`config.mk`:
```
export PLATFORM = sky130hd
export DESIGN_NAME = lcrl_cell
export DESIGN_NICKNAME = d
export VERILOG_FILES = /design/src/hw/rtl/lcrl_pkg.sv /design/src/hw/rtl/lcrl_cell.sv
export SDC_FILE = /design/constraint.sdc
export NUM_CORES = 1
export LEC_CHECK = 0
export BUFFER_PORTS_ARGS = -buffer_cell sky130_fd_sc_hd__buf_2
export CORE_AREA = 2 2 62 64
export DETAILED_ROUTE_END_ITERATION = 16
export DIE_AREA = 0 0 64 66
export MAX_ROUTING_LAYER = met4
export PLACE_DENSITY = 0.77
export SLEW_MARGIN = 20
export SYNTH_ARGS = -nofsm -noshare
export SYNTH_HDL_FRONTEND = slang
export SYNTH_SLANG_ARGS = --single-unit
```
`constraint.sdc`:
```
create_clock -name clk_i -period 4.9 [get_ports clk_i]
set_clock_uncertainty 0.05 [all_clocks]
set_input_delay 1.225 -clock clk_i [delete_from_list [all_inputs] [get_ports clk_i]]
set_output_delay 1.225 -clock clk_i [all_outputs]
set_load 0.02 [all_outputs]
```
`src/hw/rtl/lcrl_pkg.sv`:
```
// ----------------------------------------------------------------------------
// lcrl_pkg
// Types and constants shared by the longest common run length core and its
// cells.
// ----------------------------------------------------------------------------
package lcrl_pkg;

  localparam int unsigned SymW = 8;
  localparam int unsigned OutW = 9;
  localparam logic [OutW-1:0] RunMax = 9'h1FF;

  typedef struct packed {
    logic [SymW-1:0] symbol;
    logic            second_sequence;
    logic            carries_symbol;
    logic            last;
  } in_word_t;

  typedef struct packed {
    logic [OutW-1:0] longest_run;
    logic            truncated;
  } out_word_t;

  typedef enum logic [1:0] {
    ST_LOAD,
    ST_STREAM,
    ST_DRAIN
  } state_e;

  typedef struct packed {
    logic            step;
    logic            clear;
    logic [SymW-1:0] symbol;
  } cell_ctrl_t;

endpackage

```
`src/hw/rtl/lcrl_cell.sv`:
```
// ----------------------------------------------------------------------------
// lcrl_cell
// One cell of the row: holds a first-sequence symbol, its diagonal run and
// the best run seen so far from the left.
// ----------------------------------------------------------------------------
module lcrl_cell
  import lcrl_pkg::*;
#(
  parameter int unsigned RunW = 9
) (
  input  logic            clk_i,
  input  logic            rst_ni,
  input  cell_ctrl_t      ctrl_i,
  input  logic            load_i,
  input  logic [RunW-1:0] run_i,
  input  logic [RunW-1:0] best_i,
  output logic [RunW-1:0] run_o,
  output logic [RunW-1:0] best_o
);

  logic [SymW-1:0] sym_q, sym_d;
  logic            vld_q, vld_d;
  logic [RunW-1:0] run_q, run_d;
  logic [RunW-1:0] best_q, best_d;
  logic [RunW-1:0] cand;
  logic            hit;

  always_comb begin
    hit   = ctrl_i.step && vld_q && (sym_q == ctrl_i.symbol);
    cand  = hit ? run_i + RunW'(1) : '0;
    sym_d = load_i ? ctrl_i.symbol : sym_q;
    vld_d = vld_q;
    run_d = run_q;
    best_d = best_q;
    if (best_i > best_d) begin
      best_d = best_i;
    end
    if (cand > best_d) begin
      best_d = cand;
    end
    if (load_i) begin
      vld_d = 1'b1;
    end
    if (ctrl_i.step && vld_q) begin
      run_d = cand;
    end
    if (ctrl_i.clear) begin
      vld_d  = 1'b0;
      run_d  = '0;
      best_d = '0;
    end
  end

  always_ff @(posedge clk_i) begin
    sym_q <= sym_d;
  end

  always_ff @(posedge clk_i or negedge rst_ni) begin
    if (!rst_ni) begin
      vld_q  <= 1'b0;
      run_q  <= '0;
      best_q <= '0;
    end else begin
      vld_q  <= vld_d;
      run_q  <= run_d;
      best_q <= best_d;
    end
  end

  assign run_o  = run_q;
  assign best_o = best_q;

endmodule

```
==> flow_metrics.env, run 1 <==
export IMPL_outcome="completed"
export IMPL_timing_critical_path_fanout_max=9
export IMPL_yosysSeqAreaShare_pct=40.2
export IMPL_achievable_frequency_mhz=228
export IMPL_n_antenna_cell=0
export IMPL_post_synth_cell_area_avg_um2=10.2
export IMPL_tritoncts_clock_tree="yes"
export IMPL_dpl_hpwl_um=3000
export IMPL_grt_busiest_layer="met2"
export IMPL_max_cap_violations=0
export IMPL_setup_worst_path_end_class="flip-flop"
export IMPL_clock_insertion_delay_worst_skew_ps=330
export IMPL_power_per_cell_area_nw_per_um2=253
export IMPL_min_period_ps=4380
export IMPL_place_detailed_instances=270
export IMPL_final_nets=277
export IMPL_yosys_warnings=0
export IMPL_row_count=22
export IMPL_grt_pass1_vias=1470
export IMPL_globalRouteMet1Util_pct=26.5
export IMPL_grt_util_met3_pct=2.39
export IMPL_chipWidth_um=64
export IMPL_portbufs=48
export IMPL_stdcell_count=274
export IMPL_sinks_on_the_clock_net=27
export IMPL_register_to_register_setup_slack_ps=1080
export IMPL_cts_bufs_inserted=3
export IMPL_effective_utilization_at_floorplan_pct=50.1
export IMPL_finalHoldViolCount=0
export IMPL_setup_viol=0
export IMPL_count_of_flip_flops_with_a_built_in_enable_after_synthesis=8
export IMPL_total_leakage_power_nw=1.04
export IMPL_hold_path_startpoint="vld_q"
export IMPL_synth_area_top_cells="sky130_fd_sc_hd__dfrtp_1 (27%), sky130_fd_sc_hd__edfxtp_1 (13%), sky130_fd_sc_hd__ha_1 (13%), sky130_fd_sc_hd__xnor2_1 (5.4%), sky130_fd_sc_hd__mux2i_1 (5.1%)"
export IMPL_timing_hold_worst_class="reg2reg"
export IMPL_total_routing_usage_reported_by_global_routing_pct=19.4
export IMPL_grtUsageMet2_pct=31.3
export IMPL_design_die_area_um2=4220
export IMPL_critical_path_required_ps=5090
export IMPL_core_area_um2=3550
export IMPL_routed_via_count=1460
export IMPL_routed_wirelength_um=3570
export IMPL_post_synth_inst_count=175
export IMPL_vdd_drop_max_v=0.000163
export IMPL_fin_worst_hold_slack_ps=474
export IMPL_grt_start_max_net_pins=20
export IMPL_synth_largest_type_area_fraction_pct=26.7
export IMPL_synthDistinctLibCells=34
export IMPL_detail_route_drc_violations=0
export IMPL_synth_area_um2=1780
export IMPL_worst_case_hold_path_end_point="vld_q"
export IMPL_timing_hold_worst_path_depth=2
export IMPL_critical_path_arrival_ps=4570
export IMPL_postCtsSetupBuffers=0
export IMPL_period_share_pct=89.3
export IMPL_io_pins=49
export IMPL_worst_r2r_endpoint="best_o[6]"
export IMPL_antenna_found_initial=0
export IMPL_crit_path_start_kind="primary input"
export IMPL_postSynth_topFlopCell="sky130_fd_sc_hd__dfrtp_1"
export IMPL_setup_tns_ps=0
export IMPL_cts_root_buffer="sky130_fd_sc_hd__clkbuf_4"
export IMPL_worst_setup_path_type="in2reg"
export IMPL_layout_area_overhead_vs_synth_pct=18.5
export IMPL_die_height_um=66
export IMPL_place_gp_congestion=0.824
export IMPL_drt_wirelength_per_cell_um=13.0
export IMPL_cts_hold_fix_buffers=0
export IMPL_synthArstFlopShare_pct=70.4
export IMPL_ant_nets=0
export IMPL_cts_repair_resized=0
export IMPL_fraction_of_layout_instances_using_a_drive_strength_above_1_pct=27.0
export IMPL_fillerInstances=312
export IMPL_synth_top_cells_by_count="sky130_fd_sc_hd__dfrtp_1 (19), sky130_fd_sc_hd__ha_1 (19), sky130_fd_sc_hd__nor2_1 (15), sky130_fd_sc_hd__a211oi_1 (12), sky130_fd_sc_hd__inv_1 (12)"
export IMPL_pre_repair_dr_iteration_count=4
export IMPL_globalRouteOverflowTotal=0
export IMPL_synth_largest_area_cell="sky130_fd_sc_hd__dfrtp_1"
export IMPL_detail_route_vias_per_cell=5.33
export IMPL_r2r_worst_path_cells=14
export IMPL_max_clock_path_buffers=2
export IMPL_max_slew_margin_rel_pct=64.2
export IMPL_critical_path_reg2reg_startpoint="best_o[7]"
export IMPL_synth_seq_cells=27
export IMPL_grt_pass1_wl_um=6370
export IMPL_worst_slew_pin_slew_ps=537
export IMPL_setup_repair_after_global_routing_missed_its_margin="no"
export IMPL_drtIter0Drc=46
export IMPL_h_tree_depth=1
export IMPL_final_max_slew_violation_count=0
export IMPL_clk_pin_slew_ps=150
export IMPL_synth_net_count=225
==> logic make-up after synthesis <==
group / count (synthesis) / share of synthesized area, %
adders and majority gates: 19 / 13.4
AOI/OAI and AO/OA: 34 / 14.1
muxes: 9 / 5.06
DFF: 27 / 40.2
and+or+nand+nor: 55 / 16.1
buffers and inverters: 16 / 3.86
xor gates and xnor gates: 15 / 7.38
==> flip-flops by register name, summed over array words and instances (netlist names) <==
| register | flops |
|---|---|
| best_o | 9 |
| run_o | 9 |
| sym_q | 8 |
| vld_q | 1 |
==> worst max-delay path, stage by stage <==
cell and delay [ps]:
sky130_fd_sc_hd__buf_2 110, sky130_fd_sc_hd__ha_1 310, sky130_fd_sc_hd__nand4_1 110, sky130_fd_sc_hd__nor2_1 130
sky130_fd_sc_hd__o21ai_0 140, sky130_fd_sc_hd__a21oi_2 480, sky130_fd_sc_hd__mux2i_1 340, sky130_fd_sc_hd__ha_1 310
sky130_fd_sc_hd__a22o_1 230, sky130_fd_sc_hd__or4_4 430, sky130_fd_sc_hd__a221oi_4 270, sky130_fd_sc_hd__buf_4 200
sky130_fd_sc_hd__nor3_1 50, sky130_fd_sc_hd__a211oi_1 230
==> layer usage <==
metal,vias up,part of all wire [%]
met5,-,0
met2,48,45
met4,0,0.70
met1,673,48
li1,735,-
met3,4,5.8
==> worst max path at each step <==
| stage | startpoint | end | slack [ps] | cells after the start |
|---|---|---|---|---|
| 2_1_floorplan | best_i[7] | best_o[0] | 500 | 13 |
| 3_3_place_gp | best_i[8] | best_o[2] | 230 | 14 |
| 3_5_place_dp | best_i[8] | best_o[3] | 150 | 15 |
| 4_1_cts | best_i[7] | best_o[3] | 520 | 15 |
| 5_1_grt | best_i[8] | best_o[8] | 270 | 14 |
| 6_report | best_i[7] | best_o[6] | 520 | 14 |
==> layout make-up <==
type                    instances  area (µm²)  share of cell area [%]
well taps                      48        60.1                    2.85
flip-flops and latches         27         716                    33.9
clock inverters                 1        7.51                   0.356
inverters                      12        45.0                    2.14
repair buffers                 51         263                    12.5
multi-input cells             132         996                    47.2
clock buffers                   3        22.5                    1.07
==> placed cells by master, fill, tap and decap left out, drive strengths merged, types with 4 or more instances in the layout <==
cell type  synthesis  routed
mux2i              9       9
buf                2      51
edfxtp             8       8
a21oi             11      11
nor3               6       6
inv               12      12
a211oi            13      13
nor2              15      15
nand2             10      10
nand3              6       6
xnor2             11      11
xor2               4       4
ha                19      19
dfrtp             19      19
and2               8       8
==> per-stage QoR <==
| stage | util, % | instance area [µm²] | power (mW) | setup slack (ps) |
|---|---|---|---|---|
| CTS | 59.4 | 2110 | 0.538 | 519 |
| global route | 59.4 | 2110 | 0.571 | 268 |
| finish | 59.4 | 2110 | 0.533 | 523 |
| global placement | 58.6 | 2080 | 0.437 | 234 |
| detailed placement | 58.6 | 2080 | 0.441 | 148 |
| floorplan | - | 1780 | 0.384 | 499 |
==> power breakdown <==
part	total (mW)	switching (mW)	leakage, nW	internal, mW
Sequential	0.260	0.0106	0.335	0.249
Clock	0.0981	0.0668	0.0139	0.0313
Combinational	0.175	0.100	0.690	0.0746
Total	0.533	0.178	1.04	0.355
Note: power is estimated with default switching activity, not from simulation.
==> run 2: changes to the inputs <==
RECOVER_POWER = 25   (was not set)
==> flow_metrics.env, run 2 (synthesis gave the netlist of run 1 again) <==
export IMPL_worst_slew_pin_slew_ps=992
export IMPL_fin_worst_hold_slack_ps=474
export IMPL_antenna_found_initial=0
export IMPL_achievable_frequency_mhz=228
export IMPL_die_height_um=66
export IMPL_swShare_pct=33.3
export IMPL_power_share_clock_pct=18.3
export IMPL_core_area_um2=3550
export IMPL_setup_repair_after_global_routing_missed_its_margin="no"
export IMPL_max_slew_margin_rel_pct=33.9
export IMPL_detail_route_drc_violations=0
export IMPL_row_count=22
export IMPL_drtIter0Drc=46
export IMPL_worst_r2r_endpoint="best_o[6]"
export IMPL_total_routing_usage_reported_by_global_routing_pct=19.4
export IMPL_portbufs=48
export IMPL_pre_repair_dr_iteration_count=4
export IMPL_postCtsSetupBuffers=0
export IMPL_area_taken_by_flip_flops_and_latches_um2=716
export IMPL_fillerInstances=311
export IMPL_comb_power_share_pct=32.9
export IMPL_cts_repair_resized=0
export IMPL_setup_viol=0
export IMPL_chipWidth_um=64
export IMPL_register_to_register_setup_slack_ps=1090
export IMPL_sinks_on_the_clock_net=27
export IMPL_crit_slowest_cell="sky130_fd_sc_hd__a21oi_2"
export IMPL_ant_nets=0
export IMPL_vdd_drop_max_v=0.000163
export IMPL_h_tree_depth=1
export IMPL_critical_path_required_ps=5090
export IMPL_n_antenna_cell=0
export IMPL_setup_worst_path_end_class="flip-flop"
export IMPL_io_pins=49
export IMPL_cts_bufs_inserted=3
export IMPL_grt_pass1_vias=1470
export IMPL_routed_via_count=1455
export IMPL_max_clock_path_buffers=2
export IMPL_max_stage_delay_ps=480
export IMPL_layout_area_overhead_vs_synth_pct=18.4
export IMPL_final_common_cell="sky130_fd_sc_hd__buf_2"
export IMPL_place_gp_congestion=0.824
export IMPL_globalRouteOverflowTotal=0
export IMPL_path_common_cell="sky130_fd_sc_hd__ha_1"
export IMPL_tritoncts_clock_tree="yes"
export IMPL_hold_path_startpoint="vld_q"
export IMPL_worst_case_hold_path_end_point="vld_q"
export IMPL_crit_path_start_kind="primary input"
export IMPL_timing_critical_path_fanout_max=9
export IMPL_path_cells="buf_2 > ha_1 > nand4_1 > nor2_1 > o21ai_0 > a21oi_2 > mux2i_1 > ha_1 > a22o_1 > or4_4 > a221oi_4 > buf_4 > nor3_1 > a211oi_1"
export IMPL_max_cap_violations=0
export IMPL_power_switching_mw=0.177
export IMPL_effective_utilization_at_floorplan_pct=50.1
export IMPL_stdcell_area_um2=2110
export IMPL_r2r_worst_path_cells=14
export IMPL_final_nets=277
export IMPL_place_detailed_instances=270
export IMPL_routed_wirelength_um=3570
export IMPL_stdcell_count=274
export IMPL_min_period_ps=4380
export IMPL_outcome="completed"
export IMPL_post_dp_cell_area_um2=2080
export IMPL_power_per_cell_area_nw_per_um2=252
export IMPL_timing_hold_worst_class="reg2reg"
export IMPL_setup_tns_ps=0
export IMPL_total_leakage_power_nw=1.04
export IMPL_grt_pass1_wl_um=6370
export IMPL_drt_wirelength_per_cell_um=13.0
export IMPL_final_max_slew_violation_count=0
export IMPL_design_die_area_um2=4220
export IMPL_seq_power_share_pct=48.9
export IMPL_dpl_hpwl_um=3000
export IMPL_finalHoldViolCount=0
export IMPL_critical_path_reg2reg_startpoint="best_o[7]"
export IMPL_cts_hold_fix_buffers=0
export IMPL_highest_count_cells_in_the_layout_ignoring_fill_and_taps="sky130_fd_sc_hd__buf_2 (47), sky130_fd_sc_hd__ha_1 (19), sky130_fd_sc_hd__dfrtp_1 (19)"
export IMPL_critical_path_arrival_ps=4570
export IMPL_fraction_of_layout_instances_using_a_drive_strength_above_1_pct=26.5
export IMPL_cts_root_buffer="sky130_fd_sc_hd__clkbuf_4"
export IMPL_clk_pin_slew_ps=150
export IMPL_clock_insertion_delay_worst_skew_ps=330
export IMPL_period_share_pct=89.4
export IMPL_worst_setup_path_type="in2reg"
export IMPL_grt_start_max_net_pins=20
export IMPL_p_int_mw=0.355
export IMPL_finish_utilization_pct=59.4
export IMPL_detail_route_vias_per_cell=5.31
export IMPL_timing_hold_worst_path_depth=2
export IMPL_area_taken_by_multi_input_logic_gates_um2=996
==> run 2: changes by cell type in the layout (fill, tap and decap cells not counted) <==
cell                       previous run  this run
sky130_fd_sc_hd__buf_2               48        47
sky130_fd_sc_hd__clkbuf_1             0         1
==> run 2: area by class of cell <==
type	instances	share of cell area (%)
repair buffers	51	12.4
clock buffers	3	1.07
clock inverters	1	0.356
well taps	48	2.85
multi-input cells	132	47.2
inverters	12	2.14
flip-flops and latches	27	33.9
==> run 2: worst max path at each step <==
stage,start,endpoint,slack (ps),cells past startpoint
detailed placement,best_i[8],best_o[3],150,15
finish,best_i[7],best_o[6],520,14
global placement,best_i[8],best_o[2],230,14
floorplan,best_i[7],best_o[0],500,13
global route,best_i[8],best_o[8],270,14
CTS,best_i[7],best_o[3],520,15
==> run 2: through the flow <==
| step | power (mW) | worst slack (ps) |
|---|---|---|
| detailed placement | 0.441 | 148 |
| global route | 0.571 | 268 |
| global placement | 0.437 | 234 |
| floorplan | 0.384 | 499 |
| finish | 0.532 | 519 |
| CTS | 0.538 | 519 |
==> run 2: routing by layer <==
layer	share of wire [%]	vias to the layer above	track usage (%)	routed length [µm]
li1	-	734	-	-
met1	49	673	26.5	1740
met2	45	44	31.3	1610
met3	5.5	4	2.39	198
met4	0.70	0	4.35	25
met5	0	-	-	0
==> run 2: worst max-delay path: cells and delay by family <==
family | cells | cell delay, ps
adders and majority gates | 2 | 620
buffers and inverters | 2 | 310
muxes | 1 | 340
and+or+nand+nor | 4 | 720
AOI/OAI and AO/OA | 5 | 1350
==> run 2: power by group through the flow <==
| stage | registers, mW | logic, mW | clock network [mW] |
|---|---|---|---|
| CTS | 0.260 | 0.177 | 0.101 |
| finish | 0.260 | 0.175 | 0.0973 |
| global placement | 0.264 | 0.172 | 0 |
| floorplan | 0.277 | 0.107 | 0 |
| detailed placement | 0.265 | 0.177 | 0 |
| global route | 0.263 | 0.198 | 0.110 |
==> run 3: changes to the inputs <==
BUFFER_PORTS_ARGS = not set   (was -buffer_cell sky130_fd_sc_hd__buf_2)
CORE_AREA = 2 2 55 57   (was 2 2 62 64)
CTS_BUF_LIST = sky130_fd_sc_hd__clkbuf_8   (was not set)
DIE_AREA = 0 0 57 59   (was 0 0 64 66)
DONT_BUFFER_PORTS = 1   (was not set)
PLACE_DENSITY = 0.81   (was 0.77)
==> flow_metrics.env, run 3 (synthesis gave the netlist of run 1 again) <==
export IMPL_outcome="completed"
export IMPL_clk_pin_slew_ps=90
export IMPL_setup_viol=0
export IMPL_finalWorstSetupSlack_ps=363
export IMPL_routed_via_count=1306
export IMPL_die_height_um=59
export IMPL_wl_met1_um=1500
export IMPL_h_tree_depth=1
export IMPL_r2r_worst_path_cells=13
export IMPL_io_pins=49
export IMPL_timing_critical_path_fanout_max=9
export IMPL_vdd_drop_max_v=0.000261
export IMPL_critical_path_reg2reg_startpoint="best_o[7]"
export IMPL_total_power_mw=0.531
export IMPL_cts_hold_fix_buffers=0
export IMPL_finish_utilization_pct=68.8
export IMPL_critical_path_arrival_ps=4630
export IMPL_fillerInstances=208
export IMPL_cts_bufs_inserted=3
export IMPL_setup_repair_after_global_routing_missed_its_margin="no"
export IMPL_max_slew_margin_rel_pct=60.5
export IMPL_max_cap_violations=0
export IMPL_timing_hold_worst_class="reg2reg"
export IMPL_drtIter0Drc=56
export IMPL_worst_setup_path_type="in2reg"
export IMPL_chipWidth_um=57
export IMPL_clock_insertion_delay_worst_skew_ps=270
export IMPL_core_area_um2=2710
export IMPL_sinks_on_the_clock_net=27
export IMPL_min_period_ps=4540
export IMPL_met2RoutedLength_um=1730
export IMPL_route_met3_wl_um=272
export IMPL_worstSetupStartpoint="best_i[7]"
export IMPL_grt_pass1_vias=1419
export IMPL_drt_wirelength_per_cell_um=16.9
export IMPL_total_routing_usage_reported_by_global_routing_pct=24.1
export IMPL_dpl_hpwl_um=2950
export IMPL_worst_r2r_endpoint="best_o[2]"
export IMPL_achievable_frequency_mhz=220
export IMPL_finalHoldViolCount=0
export IMPL_globalRouteOverflowTotal=0
export IMPL_critical_path_required_ps=4990
export IMPL_tritoncts_clock_tree="yes"
export IMPL_postCtsSetupBuffers=0
export IMPL_highest_count_cells_in_the_layout_ignoring_fill_and_taps="sky130_fd_sc_hd__ha_1 (19), sky130_fd_sc_hd__dfrtp_1 (19), sky130_fd_sc_hd__nor2_1 (15)"
export IMPL_crit_path_start_kind="primary input"
export IMPL_max_stage_delay_ps=520
export IMPL_final_max_slew_violation_count=0
export IMPL_row_count=19
export IMPL_place_gp_congestion=0.838
export IMPL_layout_area_overhead_vs_synth_pct=4.71
export IMPL_grt_pass1_wl_um=6110
export IMPL_setup_worst_path_end_class="flip-flop"
export IMPL_detail_route_vias_per_cell=6.25
export IMPL_power_per_cell_area_nw_per_um2=285
export IMPL_worst_slew_pin_slew_ps=592
export IMPL_portbufs=0
export IMPL_detail_route_drc_violations=0
export IMPL_pre_cts_ws_ps=89.6
export IMPL_cts_root_buffer="sky130_fd_sc_hd__clkbuf_8"
export IMPL_register_to_register_setup_slack_ps=740
export IMPL_crit_path_end="best_o[2]"
export IMPL_path_common_cell="sky130_fd_sc_hd__ha_1"
export IMPL_total_leakage_power_nw=0.838
export IMPL_period_share_pct=92.6
export IMPL_setup_tns_ps=0
export IMPL_crit_slowest_cell="sky130_fd_sc_hd__a21oi_2"
export IMPL_n_antenna_cell=0
export IMPL_antenna_found_initial=0
export IMPL_fraction_of_layout_instances_using_a_drive_strength_above_1_pct=7.30
export IMPL_effective_utilization_at_floorplan_pct=65.7
export IMPL_ant_nets=0
export IMPL_routed_wirelength_um=3530
export IMPL_highest_signal_layer="met4"
export IMPL_path_cells="ha_1 > nand4_1 > nor2_1 > o21ai_0 > a21oi_2 > mux2i_1 > ha_1 > a22o_1 > or4_4 > a221oi_4 > or2_1 > a211oi_1"
export IMPL_design_die_area_um2=3360
export IMPL_pre_repair_dr_iteration_count=4
export IMPL_max_clock_path_buffers=2
export IMPL_final_nets=229
export IMPL_grt_start_max_net_pins=20
export IMPL_cts_repair_resized=0
[run 3: cell types whose count changed in the layout (fill, tap and decap cells not counted), sizes merged]
cell	delta
clkinvlp	-1
clkinv	+1
clkbuf	-1
buf	-47
[run 3: layer usage]
layer  track usage [%]  vias up
met5                 -        -
met4              5.98        0
met3              4.59        4
met2              42.4       48
met1              28.8      616
li1                  -      638
[run 3: how the worst min path moves through the flow]
stage                     start  endpoint  slack, ps  cells past startpoint
after CTS                 vld_q     vld_q        490                      2
after global routing      vld_q     vld_q        530                      2
after global placement    vld_q     vld_q        430                      2
final                     vld_q     vld_q        490                      2
after detailed placement  vld_q     vld_q        470                      2
after floorplan           vld_q     vld_q        410                      2
[run 3: cell type report]
| type | count | area, µm² | share of cell area (%) |
|---|---|---|---|
| well taps | 31 | 38.8 | 2.08 |
| inverters | 12 | 45.0 | 2.42 |
| repair buffers | 3 | 22.5 | 1.21 |
| clock buffers | 3 | 41.3 | 2.21 |
| flip-flops and latches | 27 | 716 | 38.4 |
| clock inverters | 1 | 5.00 | 0.268 |
| multi-input cells | 132 | 996 | 53.4 |
[run 3: power breakdown]
part | leakage, nW | switching, mW | internal, mW | total [mW]
combinational | 0.477 | 0.0714 | 0.0595 | 0.131
clock | 0.0255 | 0.0671 | 0.0569 | 0.124
sequential | 0.335 | 0.0264 | 0.249 | 0.276
[run 3: worst max-delay path: cells and delay by family]
family	cells	cell delay, ps
AO/OA/AOI/OAI	5	1380
AND/OR/NAND/NOR	4	1040
adder cells (fa/ha/maj)	2	610
multiplexers	1	360
[run 3: stage by stage]
| stage | hold slack, ps | instance area [µm²] | instances |
|---|---|---|---|
| after floorplan | 413 | 1780 | 175 |
| final | 490 | 1860 | 209 |
| after global routing | 529 | 1860 | 209 |
| after global placement | 431 | 1820 | 205 |
| after CTS | 493 | 1860 | 209 |
| after detailed placement | 473 | 1820 | 205 |
